$ cat src/rtl/u8u16_pkg.sv
// ----------------------------------------------------------------------------
// u8u16_pkg
// Shared types and constants for the UTF-8 to UTF-16 converter: counter
// width, stream field widths, controller states and the command and status
// bundles between the controller and the datapath.
// ----------------------------------------------------------------------------
package u8u16_pkg;

  // Width of the internal byte and unit counters.
  localparam int COUNT_WIDTH = 32;

  // Width of the reported counts in the status word.
  localparam int REPORT_WIDTH = 32;

  // Output tdata: code_unit, bad_sequence, bytes_consumed, units_emitted,
  // padded with zeros to whole bytes.
  localparam int OUT_FIELDS_W = 16 + 1 + REPORT_WIDTH + REPORT_WIDTH;
  localparam int OUT_DATA_W   = ((OUT_FIELDS_W + 7) / 8) * 8;

  // Decode form thresholds and masks.
  localparam logic [7:0]  LEAD4_MIN   = 8'hF0;
  localparam logic [7:0]  LEAD3_MIN   = 8'hE0;
  localparam logic [7:0]  LEAD2_MIN   = 8'hC0;
  localparam logic [7:0]  CONT_MIN    = 8'h80;
  localparam logic [25:0] SUPP_OFFSET = 26'h0010000;
  localparam logic [15:0] HI_SURR     = 16'hD800;
  localparam logic [15:0] LO_SURR     = 16'hDC00;

  // Controller states.
  typedef enum logic [2:0] {
    ST_IDLE,
    ST_CHECK,
    ST_EMIT0,
    ST_EMIT1,
    ST_STATUS
  } ctrl_state_t;

  // Which word the output register loads.
  typedef enum logic [1:0] {
    EMIT_NONE,
    EMIT_UNIT0,
    EMIT_UNIT1,
    EMIT_STATUS
  } emit_sel_t;

  // Commands from the controller to the datapath.
  typedef struct packed {
    logic      accept;  // take the input word
    logic      decode;  // commit one decode step of the window
    emit_sel_t emit;    // load the output register
  } dp_cmd_t;

  // Status from the datapath to the controller.
  typedef struct packed {
    logic [2:0] count;     // bytes in the window
    logic       stopped;   // an invalid byte halted decoding
    logic       end_flag;  // the current string has ended
    logic       dec_ok;    // the front of the window decodes
    logic       two_units; // the last decode gave a surrogate pair
    logic       out_free;  // the output register can take a word
  } dp_status_t;

endpackage

$ cat src/rtl/utf8_to_utf16_converter.sv
// ----------------------------------------------------------------------------
// utf8_to_utf16_converter
// Streaming UTF-8 to UTF-16 converter, one input byte per word, with a
// controller state machine and a separate datapath.
// The first code unit of a full window goes through ST_CHECK, ST_EMIT0 and
// the output register after accept; a stalled receiver holds ST_EMIT0. A
// new input word is taken only in ST_IDLE, after the decode steps and code
// units of the last word are done; the end of a string also flushes the
// forms left in the window and then sends the status word.
// Reset: synchronous rst clears the window count, counters and flags.
// ----------------------------------------------------------------------------
module utf8_to_utf16_converter
  import u8u16_pkg::*;
(
  input  logic                  clk,
  input  logic                  rst,
  // Input stream.
  input  logic                  s_tvalid,
  output logic                  s_tready,
  input  logic [7:0]            s_tdata,  // [7:0] data_byte
  input  logic                  s_tuser,  // [0] has_byte
  input  logic                  s_tlast,  // end_of_string
  // Output stream.
  output logic                  m_tvalid,
  input  logic                  m_tready,
  output logic [OUT_DATA_W-1:0] m_tdata,  // [15:0] code_unit, [16] bad_sequence,
                                          // [48:17] bytes_consumed,
                                          // [80:49] units_emitted, rest zero
  output logic                  m_tuser,  // [0] is_status
  output logic                  m_tlast   // last_result
);

  dp_cmd_t    cmd;
  dp_status_t status;

  // Controller.
  u8u16_ctrl u_ctrl (
    .clk      (clk),
    .rst      (rst),
    .s_tvalid (s_tvalid),
    .s_tready (s_tready),
    .status   (status),
    .cmd      (cmd)
  );

  // Datapath.
  u8u16_dp u_dp (
    .clk      (clk),
    .rst      (rst),
    .s_tdata  (s_tdata),
    .s_tuser  (s_tuser),
    .s_tlast  (s_tlast),
    .m_tvalid (m_tvalid),
    .m_tready (m_tready),
    .m_tdata  (m_tdata),
    .m_tuser  (m_tuser),
    .m_tlast  (m_tlast),
    .cmd      (cmd),
    .status   (status)
  );

endmodule

$ cat src/rtl/u8u16_ctrl.sv
// ----------------------------------------------------------------------------
// u8u16_ctrl
// Controller state machine: accepts one input word, runs decode steps on the
// window, sequences the code units into the output register and closes a
// string with the status word.
// ----------------------------------------------------------------------------
module u8u16_ctrl
  import u8u16_pkg::*;
(
  input  logic       clk,
  input  logic       rst,
  input  logic       s_tvalid,
  output logic       s_tready,
  input  dp_status_t status,
  output dp_cmd_t    cmd
);

  ctrl_state_t state;
  ctrl_state_t state_next;
  logic        want_decode;

  // Unless decoding has stopped, a decode is due on a full window, or on any bytes left at the end.
  assign want_decode = !status.stopped &&
                       ((status.count == 3'd4) ||
                        (status.end_flag && (status.count != 3'd0)));

  // State register.
  always_ff @(posedge clk) begin
    if (rst) begin
      state <= ST_IDLE;
    end else begin
      state <= state_next;
    end
  end

  // Next state.
  always_comb begin
    state_next = state;
    unique case (state)
      ST_IDLE: begin
        if (s_tvalid) state_next = ST_CHECK;
      end
      ST_CHECK: begin
        if (want_decode) begin
          state_next = status.dec_ok ? ST_EMIT0 : ST_CHECK;
        end else if (status.end_flag) begin
          state_next = ST_STATUS;
        end else begin
          state_next = ST_IDLE;
        end
      end
      ST_EMIT0: begin
        if (status.out_free) state_next = status.two_units ? ST_EMIT1 : ST_CHECK;
      end
      ST_EMIT1: begin
        if (status.out_free) state_next = ST_CHECK;
      end
      ST_STATUS: begin
        if (status.out_free) state_next = ST_IDLE;
      end
      default: state_next = ST_IDLE;
    endcase
  end

  // Outputs.
  always_comb begin
    s_tready   = 1'b0;
    cmd.accept = 1'b0;
    cmd.decode = 1'b0;
    cmd.emit   = EMIT_NONE;
    unique case (state)
      ST_IDLE: begin
        s_tready   = 1'b1;
        cmd.accept = s_tvalid;
      end
      ST_CHECK: begin
        cmd.decode = want_decode;
      end
      ST_EMIT0: begin
        if (status.out_free) cmd.emit = EMIT_UNIT0;
      end
      ST_EMIT1: begin
        if (status.out_free) cmd.emit = EMIT_UNIT1;
      end
      ST_STATUS: begin
        if (status.out_free) cmd.emit = EMIT_STATUS;
      end
      default: ;
    endcase
  end

endmodule

$ cat src/rtl/u8u16_dp.sv
// ----------------------------------------------------------------------------
// u8u16_dp
// Datapath: the four-byte window, the form decoder, the saturating byte and
// unit counters and the output register.
// ----------------------------------------------------------------------------
module u8u16_dp
  import u8u16_pkg::*;
(
  input  logic                  clk,
  input  logic                  rst,
  input  logic [7:0]            s_tdata,
  input  logic                  s_tuser,
  input  logic                  s_tlast,
  output logic                  m_tvalid,
  input  logic                  m_tready,
  output logic [OUT_DATA_W-1:0] m_tdata,
  output logic                  m_tuser,
  output logic                  m_tlast,
  input  dp_cmd_t               cmd,
  output dp_status_t            status
);

  logic [7:0]             win [4];
  logic [2:0]             count;
  logic                   stopped;
  logic                   end_flag;
  logic [COUNT_WIDTH-1:0] byte_cnt;
  logic [COUNT_WIDTH-1:0] unit_cnt;
  logic [15:0]            unit0;
  logic [15:0]            unit1;
  logic                   two_units;

  logic [15:0]            cu_data;
  logic                   bad_data;
  logic [REPORT_WIDTH-1:0] bc_data;
  logic [REPORT_WIDTH-1:0] uc_data;

  // Decoder outputs.
  logic [2:0]  used;
  logic        dec_pair;
  logic [15:0] dec_u0;
  logic [15:0] dec_u1;
  logic [20:0] scalar4;
  logic [25:0] offset4;
  logic        c1_cont;
  logic        c2_cont;
  logic        c3_cont;

  logic [COUNT_WIDTH:0] byte_sum;
  logic [COUNT_WIDTH:0] unit_sum;
  logic                 out_free;

  // Clamp a counter to the width of the status field.
  function automatic logic [REPORT_WIDTH-1:0] report(input logic [COUNT_WIDTH-1:0] v);
    logic [63:0] w;
    w = 64'(v);
    return (w > 64'({REPORT_WIDTH{1'b1}})) ? {REPORT_WIDTH{1'b1}} : w[REPORT_WIDTH-1:0];
  endfunction

  // Form decoder on the front of the window, longest form first.
  always_comb begin
    c1_cont  = (win[1] >= CONT_MIN);
    c2_cont  = (win[2] >= CONT_MIN);
    c3_cont  = (win[3] >= CONT_MIN);
    scalar4  = {win[0][2:0], win[1][5:0], win[2][5:0], win[3][5:0]};
    offset4  = 26'(scalar4) - SUPP_OFFSET;
    used     = 3'd0;
    dec_pair = 1'b0;
    dec_u0   = 16'd0;
    dec_u1   = LO_SURR + {6'd0, offset4[9:0]};
    priority if (win[0] >= LEAD4_MIN && count == 3'd4 && c1_cont && c2_cont && c3_cont) begin
      used     = 3'd4;
      dec_pair = 1'b1;
      dec_u0   = HI_SURR + offset4[25:10];
    end else if (win[0] >= LEAD3_MIN && count >= 3'd3 && c1_cont && c2_cont) begin
      used   = 3'd3;
      dec_u0 = {win[0][3:0], win[1][5:0], win[2][5:0]};
    end else if (win[0] >= LEAD2_MIN && count >= 3'd2 && c1_cont) begin
      used   = 3'd2;
      dec_u0 = {5'd0, win[0][4:0], win[1][5:0]};
    end else if (win[0] < CONT_MIN) begin
      used   = 3'd1;
      dec_u0 = {8'd0, win[0]};
    end else begin
      used = 3'd0;
    end
  end

  assign byte_sum = {1'b0, byte_cnt} + (COUNT_WIDTH + 1)'(used);
  assign unit_sum = {1'b0, unit_cnt} + (COUNT_WIDTH + 1)'(dec_pair ? 2'd2 : 2'd1);
  assign out_free = !m_tvalid || m_tready;

  // Window bytes; entries at or above the count are don't-care.
  always_ff @(posedge clk) begin
    if (cmd.accept && s_tuser && !stopped) begin
      win[count[1:0]] <= s_tdata;
    end else if (cmd.decode && used != 3'd0) begin
      unique case (used)
        3'd1: begin
          win[0] <= win[1];
          win[1] <= win[2];
          win[2] <= win[3];
        end
        3'd2: begin
          win[0] <= win[2];
          win[1] <= win[3];
        end
        3'd3: win[0] <= win[3];
        default: ;
      endcase
    end
  end

  // Window count, stop flag, end flag and counters.
  always_ff @(posedge clk) begin
    if (rst || cmd.emit == EMIT_STATUS) begin
      count    <= 3'd0;
      stopped  <= 1'b0;
      end_flag <= 1'b0;
      byte_cnt <= '0;
      unit_cnt <= '0;
    end else if (cmd.accept) begin
      end_flag <= s_tlast;
      if (s_tuser && !stopped) count <= count + 3'd1;
    end else if (cmd.decode) begin
      if (used == 3'd0) begin
        stopped <= 1'b1;
      end else begin
        count    <= count - used;
        byte_cnt <= byte_sum[COUNT_WIDTH] ? {COUNT_WIDTH{1'b1}} : byte_sum[COUNT_WIDTH-1:0];
        unit_cnt <= unit_sum[COUNT_WIDTH] ? {COUNT_WIDTH{1'b1}} : unit_sum[COUNT_WIDTH-1:0];
      end
    end
  end

  // Units waiting to be sent.
  always_ff @(posedge clk) begin
    if (cmd.decode && used != 3'd0) begin
      unit0     <= dec_u0;
      unit1     <= dec_u1;
      two_units <= dec_pair;
    end
  end

  // Output register.
  always_ff @(posedge clk) begin
    if (rst) begin
      m_tvalid <= 1'b0;
    end else if (cmd.emit != EMIT_NONE) begin
      m_tvalid <= 1'b1;
    end else if (m_tready) begin
      m_tvalid <= 1'b0;
    end
  end

  always_ff @(posedge clk) begin
    unique case (cmd.emit)
      EMIT_UNIT0: begin
        cu_data  <= unit0;
        bad_data <= 1'b0;
        bc_data  <= '0;
        uc_data  <= '0;
        m_tuser  <= 1'b0;
        m_tlast  <= 1'b0;
      end
      EMIT_UNIT1: begin
        cu_data  <= unit1;
        bad_data <= 1'b0;
        bc_data  <= '0;
        uc_data  <= '0;
        m_tuser  <= 1'b0;
        m_tlast  <= 1'b0;
      end
      EMIT_STATUS: begin
        cu_data  <= 16'd0;
        bad_data <= stopped;
        bc_data  <= report(byte_cnt);
        uc_data  <= report(unit_cnt);
        m_tuser  <= 1'b1;
        m_tlast  <= 1'b1;
      end
      default: ;
    endcase
  end

  assign m_tdata = OUT_DATA_W'({uc_data, bc_data, bad_data, cu_data});

  assign status.count     = count;
  assign status.stopped   = stopped;
  assign status.end_flag  = end_flag;
  assign status.dec_ok    = (used != 3'd0);
  assign status.two_units = two_units;
  assign status.out_free  = out_free;

endmodule

$ cat config.mk
export PLATFORM = sky130hd
export DESIGN_NAME = utf8_to_utf16_converter
export DESIGN_NICKNAME = d
export VERILOG_FILES = /design/src/rtl/u8u16_pkg.sv /design/src/rtl/utf8_to_utf16_converter.sv /design/src/rtl/u8u16_ctrl.sv /design/src/rtl/u8u16_dp.sv
export SDC_FILE = /design/constraint.sdc
export NUM_CORES = 1
export LEC_CHECK = 0
export BUFFER_PORTS_ARGS = -buffer_cell sky130_fd_sc_hd__buf_2
export CORE_ASPECT_RATIO = 0.6
export CORE_MARGIN = 1.5
export CORE_UTILIZATION = 53
export CTS_BUF_LIST = sky130_fd_sc_hd__clkbuf_16
export DETAILED_ROUTE_END_ITERATION = 8
export PLACE_DENSITY = 0.75
export SYNTH_ARGS = -nofsm -noshare
export SYNTH_HDL_FRONTEND = slang
export SYNTH_SLANG_ARGS = --single-unit
$ cat constraint.sdc
create_clock -name clk -period 5.4 [get_ports clk]
set_input_delay 0.54 -clock clk [delete_from_list [all_inputs] [get_ports clk]]
set_output_delay 0.54 -clock clk [all_outputs]
set_load 0.02 [all_outputs]
[After elaboration in Yosys (flattened, before gate mapping)]
Memory sizes are Yosys's and may differ from the RTL's.
Index checks and enable logic that the tools add are counted.
Word-level totals
  latch bits: 0
  bits in read-only memories: 0
  input bits: 14
  memory bits (writable): 32
  memories kept: 1
  bits in registers: 188
  logic and storage cells: 148
Cells by class
  $lt $le $gt $ge: 9
  div/mod/pow operators: 0
  bitwise logic cells: 5
  $add $sub $neg: 7
  shift-type cells: 0
  mux-type cells: 59
  multiply operators: 0
  equal/unequal tests: 17
  reductions and logical operators: 35
Memory list
  u_dp.win: words 4, width 8, rd ports 4, clocked after Yosys merged registers in 0, wr ports 3, line u8u16_dp.sv:23  | logic [7:0] win [4];
Operators with widths (number)
  case mux 32 bit (2 select lines): 2
  2-to-1 mux 32 bit: 2
  >= comparator 8 bit (second input constant): 6
  2-to-1 mux 16 bit: 3
  case mux 16 bit (3 select lines): 1
  2-to-1 mux 8 bit: 5
  2-to-1 mux 3 bit: 13
  adder 32 x 3 -> 33 bit: 1
  adder 32 x 33 -> 33 bit: 1
  2-to-1 mux 1 bit: 23
  subtractor 21 x 17 -> 22 bit (second input constant): 1
  adder 15 x 11 -> 16 bit (first input constant): 1
  adder 16 bit (first input constant): 1
  logical AND 1 bit: 15
  case mux 3 bit (5 select lines): 1
  equality test 3 x 2 -> 1 bit (second input constant): 4
  2-to-1 mux 2 bit: 6
  AND reduction 3 bit: 3
  nonzero test 3 bit: 3
  < comparator 8 bit (second input constant): 1
  inequality test 2 x 1 -> 1 bit (second input constant): 4
  nonzero test 2 bit: 4
  OR reduction 8 bit: 1
  equality test 3 x 1 -> 1 bit (second input constant): 2
  16 further kinds: 28

[Depth between registers and ports, before layout]
Gate-level depths: netlist (run 1).
An unclocked memory read counts as a cell.
  word-level depth: 16
  depth in mapped cells: 16
  depth with buffers taken out: 15

[Cells and area by module]
A second synthesis (run 1) with hierarchy kept.
Unflattened totals
  cell total of the unflattened synthesis: 932
  area total of the unflattened synthesis: 9978.3 um^2
By module, submodules not included
  u8u16_dp: area each 9673.0 um^2, cells an instance 892, times used 1
  u8u16_ctrl: area each 305.3 um^2, cells an instance 40, times used 1

[Worst setup path after synthesis (run 1)]
Ideal clock, no wire load.
  path kind: register -> register
  start point: register u_ctrl.state[1]
  end point: register u_dp.bad_data (enable)
  arrival time: 4.571 ns
  library setup time: 0.523 ns
  required time: 4.877 ns
  setup slack: 0.307 ns
  period minus slack after synthesis: 5.093 ns
  stages on the path, launching flop included: 6
  cells stage by stage: dfxtp_1 > buf_4 > nor3b_1 > clkbuf_1 > nor2_1 > nor2_1
Between the ends
  longest elaborated chain between the ends: 5
RTL lines
  from (decl): line u8u16_ctrl.sv:18  | ctrl_state_t state;
  from (signal assigned): line u8u16_ctrl.sv:32  | state <= state_next;
  equality test 3 bit / equality test 3 x 2 -> 1 bit (equally long branches): line u8u16_ctrl.sv:71  | unique case (state)
  case mux 2 bit (3 select lines) *: line u8u16_ctrl.sv:71
  equality test 2 x 1 -> 1 bit / equality test 2 bit (equally long branches): line u8u16_dp.sv:157  | unique case (cmd.emit)
  OR reduction 2 bit (no line)
  nonzero test 2 bit (no line) *
  to (signal assigned): line u8u16_dp.sv:176  | bad_data <= stopped;
  to (decl): line u8u16_dp.sv:34  | logic bad_data;
Every way passes the cells marked *; elsewhere a longest branch is shown, timed or not.
A chain may end at the register's enable or synchronous reset.

==> flow_metrics.env, run 1 <==
export IMPL_rows=38
export IMPL_grt_max_degree=62
export IMPL_wl_per_cell_um=18.33
export IMPL_clk_pin_slew_worst_paths_ns=0.07
export IMPL_syn_to_final_growth_pct=13.62
export IMPL_cts_num_sinks=214
export IMPL_timing_rr_start="u_dp.win[0][7]"
export IMPL_via_count=6972
export IMPL_power_uw=3334
export IMPL_drive_gt1_frac=0.1555
export IMPL_reg2reg_to="u_dp.byte_cnt[9]"
export IMPL_place_area_um2=10310
export IMPL_setup_viol=0
export IMPL_synth_top_flop_cell="edfxtp_1"
export IMPL_synth_edff_count=141
export IMPL_max_freq_mhz=222.6
export IMPL_crit_start="u_dp.win[0][7]"
export IMPL_fp_coreArea_um2=17970
export IMPL_synthTopCellsByArea="edfxtp_1 (44%), dfxtp_1 (15%), and3_1 (5.0%), a21oi_1 (3.5%), nand2_1 (3.5%)"
export IMPL_dp_cells=1162
export IMPL_routed_wl_um=21960
export IMPL_n_antenna_cell=0
export IMPL_arrival_ns=4.90
export IMPL_status="finished clean"
export IMPL_post_cts_buffers=0
export IMPL_die_area_um2=19110
export IMPL_ir_drop_v=0.0001961
export IMPL_synth_top_cell_by_area="edfxtp_1"
export IMPL_post_route_min_period_ns=4.493
export IMPL_synth_most_common_cell="edfxtp_1"
export IMPL_endpoint="u_dp.byte_cnt[9]"
export IMPL_async_reset_ff_frac=0
export IMPL_grt_usage=0.2329
export IMPL_holdWs_ns=0.2603
export IMPL_drt_initial_drc_count=706
export IMPL_overflow=0
export IMPL_via_per_inst=5.820
export IMPL_htreeDepth=1
export IMPL_tightest_slew_ns=1.142
export IMPL_r2r_setup_slack_ns=0.91
export IMPL_ys_seq_elements=214
export IMPL_clockBufferDepth=3
export IMPL_cts_resized=0
export IMPL_worstSetupPathType="reg2reg"
export IMPL_drtPass1Iterations=5
export IMPL_maxSlewViolCount=0
export IMPL_rsz0062_at_grt="no"
export IMPL_routabilityCongestion=0.9117
export IMPL_fillers=1446
export IMPL_ys_warn_count=0
export IMPL_path_max_fanout=26
export IMPL_cts_made_buffers=20
export IMPL_antenna_found_initial=0
export IMPL_fin_skew_ns=0.009793
export IMPL_clockRootBuffer="clkbuf_16"
export IMPL_synth_area_um2=9682
export IMPL_final_cell_area_um2=11000
export IMPL_holdCritPathClass="in2reg"
export IMPL_place_hpwl_um=14550
export IMPL_startpoint_type="register"
export IMPL_rr_worst_depth=15
export IMPL_finalNetCount=974
export IMPL_grt_pass1_vias=6263
export IMPL_cts_hold_buf=0
export IMPL_start_util=0.5387
export IMPL_drc=0
export IMPL_power_density_nw_per_um2=303.1
export IMPL_setup_tns_ns=0
export IMPL_required_ns=5.81
export IMPL_pin_count=106
export IMPL_cts_tree="done"
export IMPL_ys_types=64
export IMPL_slew_headroom=0.2370
export IMPL_die_h_um=107.7
export IMPL_synthDominantCellAreaShare=0.4373
export IMPL_hold_violations=0
export IMPL_endpoint_kind="register"
export IMPL_grt_pass1_wl_um=34660
export IMPL_clock_latency_ns=0.50
export IMPL_fin_crit_sh=0.8321
export IMPL_syn_avg_cell_area_um2=11.15
export IMPL_synthCells=868
export IMPL_die_x_um=177.5
export IMPL_io_buffers=98
export IMPL_p_leak_uw=0.004347
export IMPL_ys_top_cells_by_count="edfxtp_1 (141), nand2_1 (89), and3_1 (77)"
export IMPL_cap_viol_max_count=0
export IMPL_ys_seq_area_frac=0.5883
export IMPL_fin_cells=1198
export IMPL_ant_nets=0
## logic make-up after synthesis
kind of cell,count (synthesis),share of synthesized area
fa+ha+maj,16,0.02300
buf+inv,84,0.03877
flops,214,0.5883
other cells,1,0.0003873
simple gates,330,0.1842
mux,8,0.008271
compound gates,162,0.1092
xor+xnor,53,0.04795
## report_power, final
group          internal (uW)  switching, uW
clock                    891            586
sequential              1750           13.7
combinational           30.6           66.1
## routing by layer
| layer | routed length (um) | global-route usage | vias up |
|---|---|---|---|
| li1 | - | - | 3321 |
| met1 | 11280 | 0.3798 | 3376 |
| met2 | 8592 | 0.3061 | 252 |
| met3 | 1820 | 0.05862 | 23 |
| met4 | 266 | 0.04262 | 0 |
| met5 | 0 | 0 | - |
## placed cells by master, fill, tap and decap left out, types with 8 or more instances in the layout
cell type	netlist	layout
edfxtp_1	141	141
buf_2	8	98
nand2_1	89	89
and3_1	77	77
dfxtp_1	73	73
a21oi_1	67	67
nor2_1	51	50
inv_1	23	29
xor2_1	28	28
nand3_1	25	25
xnor2_1	25	25
clkbuf_16	0	21
nor3_1	16	16
o21ai_0	16	16
nand4_1	16	16
ha_1	13	13
nand2b_1	11	10
a22o_1	10	10
a211oi_1	9	9
buf_4	11	9
a21o_1	8	8
mux2i_1	8	8
a32oi_1	8	8
## worst min-delay path by stage
stage                     cells past startpoint              to          start
final                                         1  u_dp.win[3][1]     s_tdata[1]
after global routing                          1  u_dp.win[3][1]     s_tdata[1]
after CTS                                     1  u_dp.win[3][1]     s_tdata[1]
after detailed placement                      2   u_dp.end_flag  u_dp.end_flag
after global placement                        2   u_dp.end_flag  u_dp.end_flag
after floorplan                               2   u_dp.end_flag  u_dp.end_flag
## worst max-delay path, stage by stage (launching register included)
cell and delay (ns):
edfxtp_1 0.42, and3_1 0.22, and2_1 0.15, nand3_1 0.07
buf_4 0.19, inv_2 0.20, nor2b_1 0.34, inv_1 0.15
ha_1 0.23, ha_1 0.23, nor4b_4 0.28, o211ai_4 0.26
inv_1 0.44, nand4_4 0.24, nand2b_1 0.63, a21oi_1 0.34
## state kept, by name, summed over array words and instances, names as in the netlist
signal / cells
u_dp.bc_data: 32
u_dp.byte_cnt: 32
u_dp.uc_data: 32
u_dp.unit_cnt: 32
u_dp.win: 32
u_dp.cu_data: 16
u_dp.unit0: 16
u_dp.unit1: 10
u_ctrl.state: 3
u_dp.count: 3
u_dp.bad_data: 1
u_dp.end_flag: 1
u_dp.m_tuser: 1
u_dp.m_tvalid: 1
u_dp.stopped: 1
u_dp.two_units: 1
## metrics by stage
stage | worst slack [ns] | utilization
CTS | 0.9961 | 0.6121
floorplan | 0.3065 | -
global route | 0.4958 | 0.6121
detailed placement | 1.028 | 0.5738
global placement | 1.266 | 0.5738
finish | 0.9067 | 0.6121
## layout make-up
cell class	count	area [um^2]	share of cell area
multi-input combinational	576	3649	0.3317
tap	240	300.3	0.02730
timing repair buffer	108	578.1	0.05255
inverter	24	90.09	0.008189
sequential	214	5695	0.5177
clock buffer	21	525.5	0.04777
clock inverter	15	162.7	0.01479
Power figures use the tool's default switching activity.
==> run 2: changes to the inputs <==
Clock period 5.4 ns to 3.63 ns, I/O delays scaled along.
==> run 2 against run 1 <==
Against the previous run:
- clock skew rose by 0.0066 ns
- critical path depth did not move
- core utilization rose by 0.79 points
- sequential share of layout area fell by 0.66 points
- global-route usage fell by 0.41 points
- sequential power rose by 49%
- register-to-register slack got worse by 0.67 ns
- combinational power rose by 58%
==> flow_metrics.env, run 2 (synthesis results as in run 1) <==
export IMPL_wl_per_cell_um=17.67
export IMPL_rr_worst_depth=15
export IMPL_required_ns=4.00
export IMPL_die_h_um=107.7
export IMPL_drc=0
export IMPL_n_antenna_cell=0
export IMPL_endpoint_kind="register"
export IMPL_die_x_um=177.5
export IMPL_power_uw=4861
export IMPL_multi_input_area_um2=3679
export IMPL_r2r_setup_slack_ns=0.24
export IMPL_fin_crit_sh=0.9341
export IMPL_hold_path_startpoint="s_tdata[0]"
export IMPL_endpoint="u_dp.unit_cnt[24]"
export IMPL_maxSlewViolCount=0
export IMPL_holdCritPathClass="in2reg"
export IMPL_htreeDepth=1
export IMPL_register_area_um2=5695
export IMPL_p_leak_uw=0.004458
export IMPL_layout_commonest_cell="edfxtp_1"
export IMPL_crit_start="u_dp.win[0][7]"
export IMPL_routed_wl_um=21520
export IMPL_combinationalPowerShare=0.031
export IMPL_seqPwrFrac=0.538
export IMPL_setup_tns_ns=0
export IMPL_finalNetCount=995
export IMPL_rsz0062_at_grt="yes"
export IMPL_drt_initial_drc_count=660
export IMPL_status="finished clean"
export IMPL_grt_pass1_vias=6380
export IMPL_power_density_nw_per_um2=436.3
export IMPL_path_max_fanout=9
export IMPL_startpoint_type="register"
export IMPL_io_buffers=98
export IMPL_max_freq_mhz=294.9
export IMPL_reg2reg_to="u_dp.unit_cnt[24]"
export IMPL_worstSetupPathType="reg2reg"
export IMPL_fin_skew_ns=0.01643
export IMPL_grt_usage=0.2288
export IMPL_grt_pass1_wl_um=34200
export IMPL_post_route_min_period_ns=3.391
export IMPL_arrival_ns=3.76
export IMPL_place_hpwl_um=14380
export IMPL_drive_gt1_frac=0.1800
export IMPL_p_clk_frac=0.431
export IMPL_hold_depth=1
export IMPL_clk_pin_slew_worst_paths_ns=0.06
export IMPL_via_per_inst=5.713
export IMPL_holdWs_ns=0.07312
export IMPL_timing_rr_start="u_dp.win[0][7]"
export IMPL_pin_count=106
export IMPL_antenna_found_initial=0
export IMPL_place_area_um2=10460
export IMPL_syn_to_final_growth_pct=15.09
export IMPL_overflow=0
export IMPL_start_util=0.5387
export IMPL_ir_drop_v=0.0003227
export IMPL_hold_violations=0
export IMPL_fin_util=0.6200
export IMPL_cts_hold_buf=0
export IMPL_power_internal_uw=3838
export IMPL_final_cell_area_um2=11140
export IMPL_rows=38
export IMPL_clockBufferDepth=3
export IMPL_cts_tree="done"
export IMPL_use_met3=0.05085
export IMPL_grt_use_met1=0.3667
export IMPL_sw_frac_of_total=0.2104
export IMPL_layout_common_cells="edfxtp_1 (141), buf_2 (98), nand2_1 (89)"
export IMPL_cts_num_sinks=214
export IMPL_clockRootBuffer="clkbuf_16"
export IMPL_fillers=1455
export IMPL_fp_coreArea_um2=17970
export IMPL_use_met2=0.3133
export IMPL_via_count=6958
export IMPL_slew_headroom=0.5951
export IMPL_switchingPower_uw=1023
export IMPL_drtPass1Iterations=5
export IMPL_grt_max_degree=60
export IMPL_die_area_um2=19110
export IMPL_routabilityCongestion=0.9273
export IMPL_gr_max_usage_layer="met1"
export IMPL_setup_viol=0
export IMPL_tightest_slew_ns=0.6073
export IMPL_ant_nets=0
export IMPL_clock_latency_ns=0.51
export IMPL_cts_made_buffers=21
export IMPL_cap_viol_max_count=0
## run 2: cell count changes in the layout (fill, tap and decap cells not counted), moves of 2 or more
| cell | before | now |
|---|---|---|
| nand3_2 | 0 | 2 |
| bufinv_16 | 4 | 2 |
| nand3_1 | 25 | 23 |
| buf_4 | 9 | 28 |
## run 2: power groups by stage
stage | Clock [uW] | Sequential, uW | Combinational (uW)
after detailed placement | 0 | 2670 | 151
after floorplan | 0 | 2670 | 101
after CTS | 2110 | 2610 | 151
final | 2090 | 2620 | 153
after global routing | 2220 | 2620 | 168
after global placement | 0 | 2670 | 147
## run 2: per-layer routing
metal,vias to the layer above,routed length (um)
met5,-,0
met4,0,321
met3,26,1948
met2,248,8564
met1,3323,10690
li1,3361,-
## run 2: what timing repair did
item,4_1_cts,5_1_grt
resized for setup,0,9
setup endpoints to repair,0,62
setup buffers,0,0
## run 2: worst max-delay path, stage by stage (launching register included)
cell	delay, ns
edfxtp_1	0.40
and3_1	0.22
and2_1	0.15
nand3_1	0.10
inv_2	0.05
nor2b_1	0.16
inv_1	0.11
ha_1	0.21
ha_1	0.24
nor4b_4	0.28
o211ai_4	0.19
buf_4	0.23
or3_4	0.43
nor3_4	0.18
nor3b_1	0.23
nor3_1	0.07
## run 2: worst min-delay path by stage
| stage | to | slack (ns) |
|---|---|---|
| floorplan | u_dp.m_tvalid | 0.43 |
| global placement | u_dp.byte_cnt[30] | 0.48 |
| detailed placement | u_dp.end_flag | 0.48 |
| CTS | u_dp.win[3][5] | 0.06 |
| global route | u_dp.win[3][5] | 0.07 |
| finish | u_dp.win[3][0] | 0.07 |
## run 2: final cells by class
class | instances | share of cell area
Multi-Input combinational cell | 576 | 0.3301
Inverter | 24 | 0.008084
Timing Repair Buffer | 128 | 0.06591
Clock inverter | 15 | 0.01067
Tap cell | 240 | 0.02695
Sequential cell | 214 | 0.5111
Clock buffer | 21 | 0.04716
## run 2: per-stage QoR
step                      setup slack (ns)  std cells
after floorplan                    0.05453        874
after CTS                           0.1111       1218
after global placement              0.2676       1182
final                               0.2393       1218
after detailed placement            0.1313       1182
after global routing              -0.03234       1218
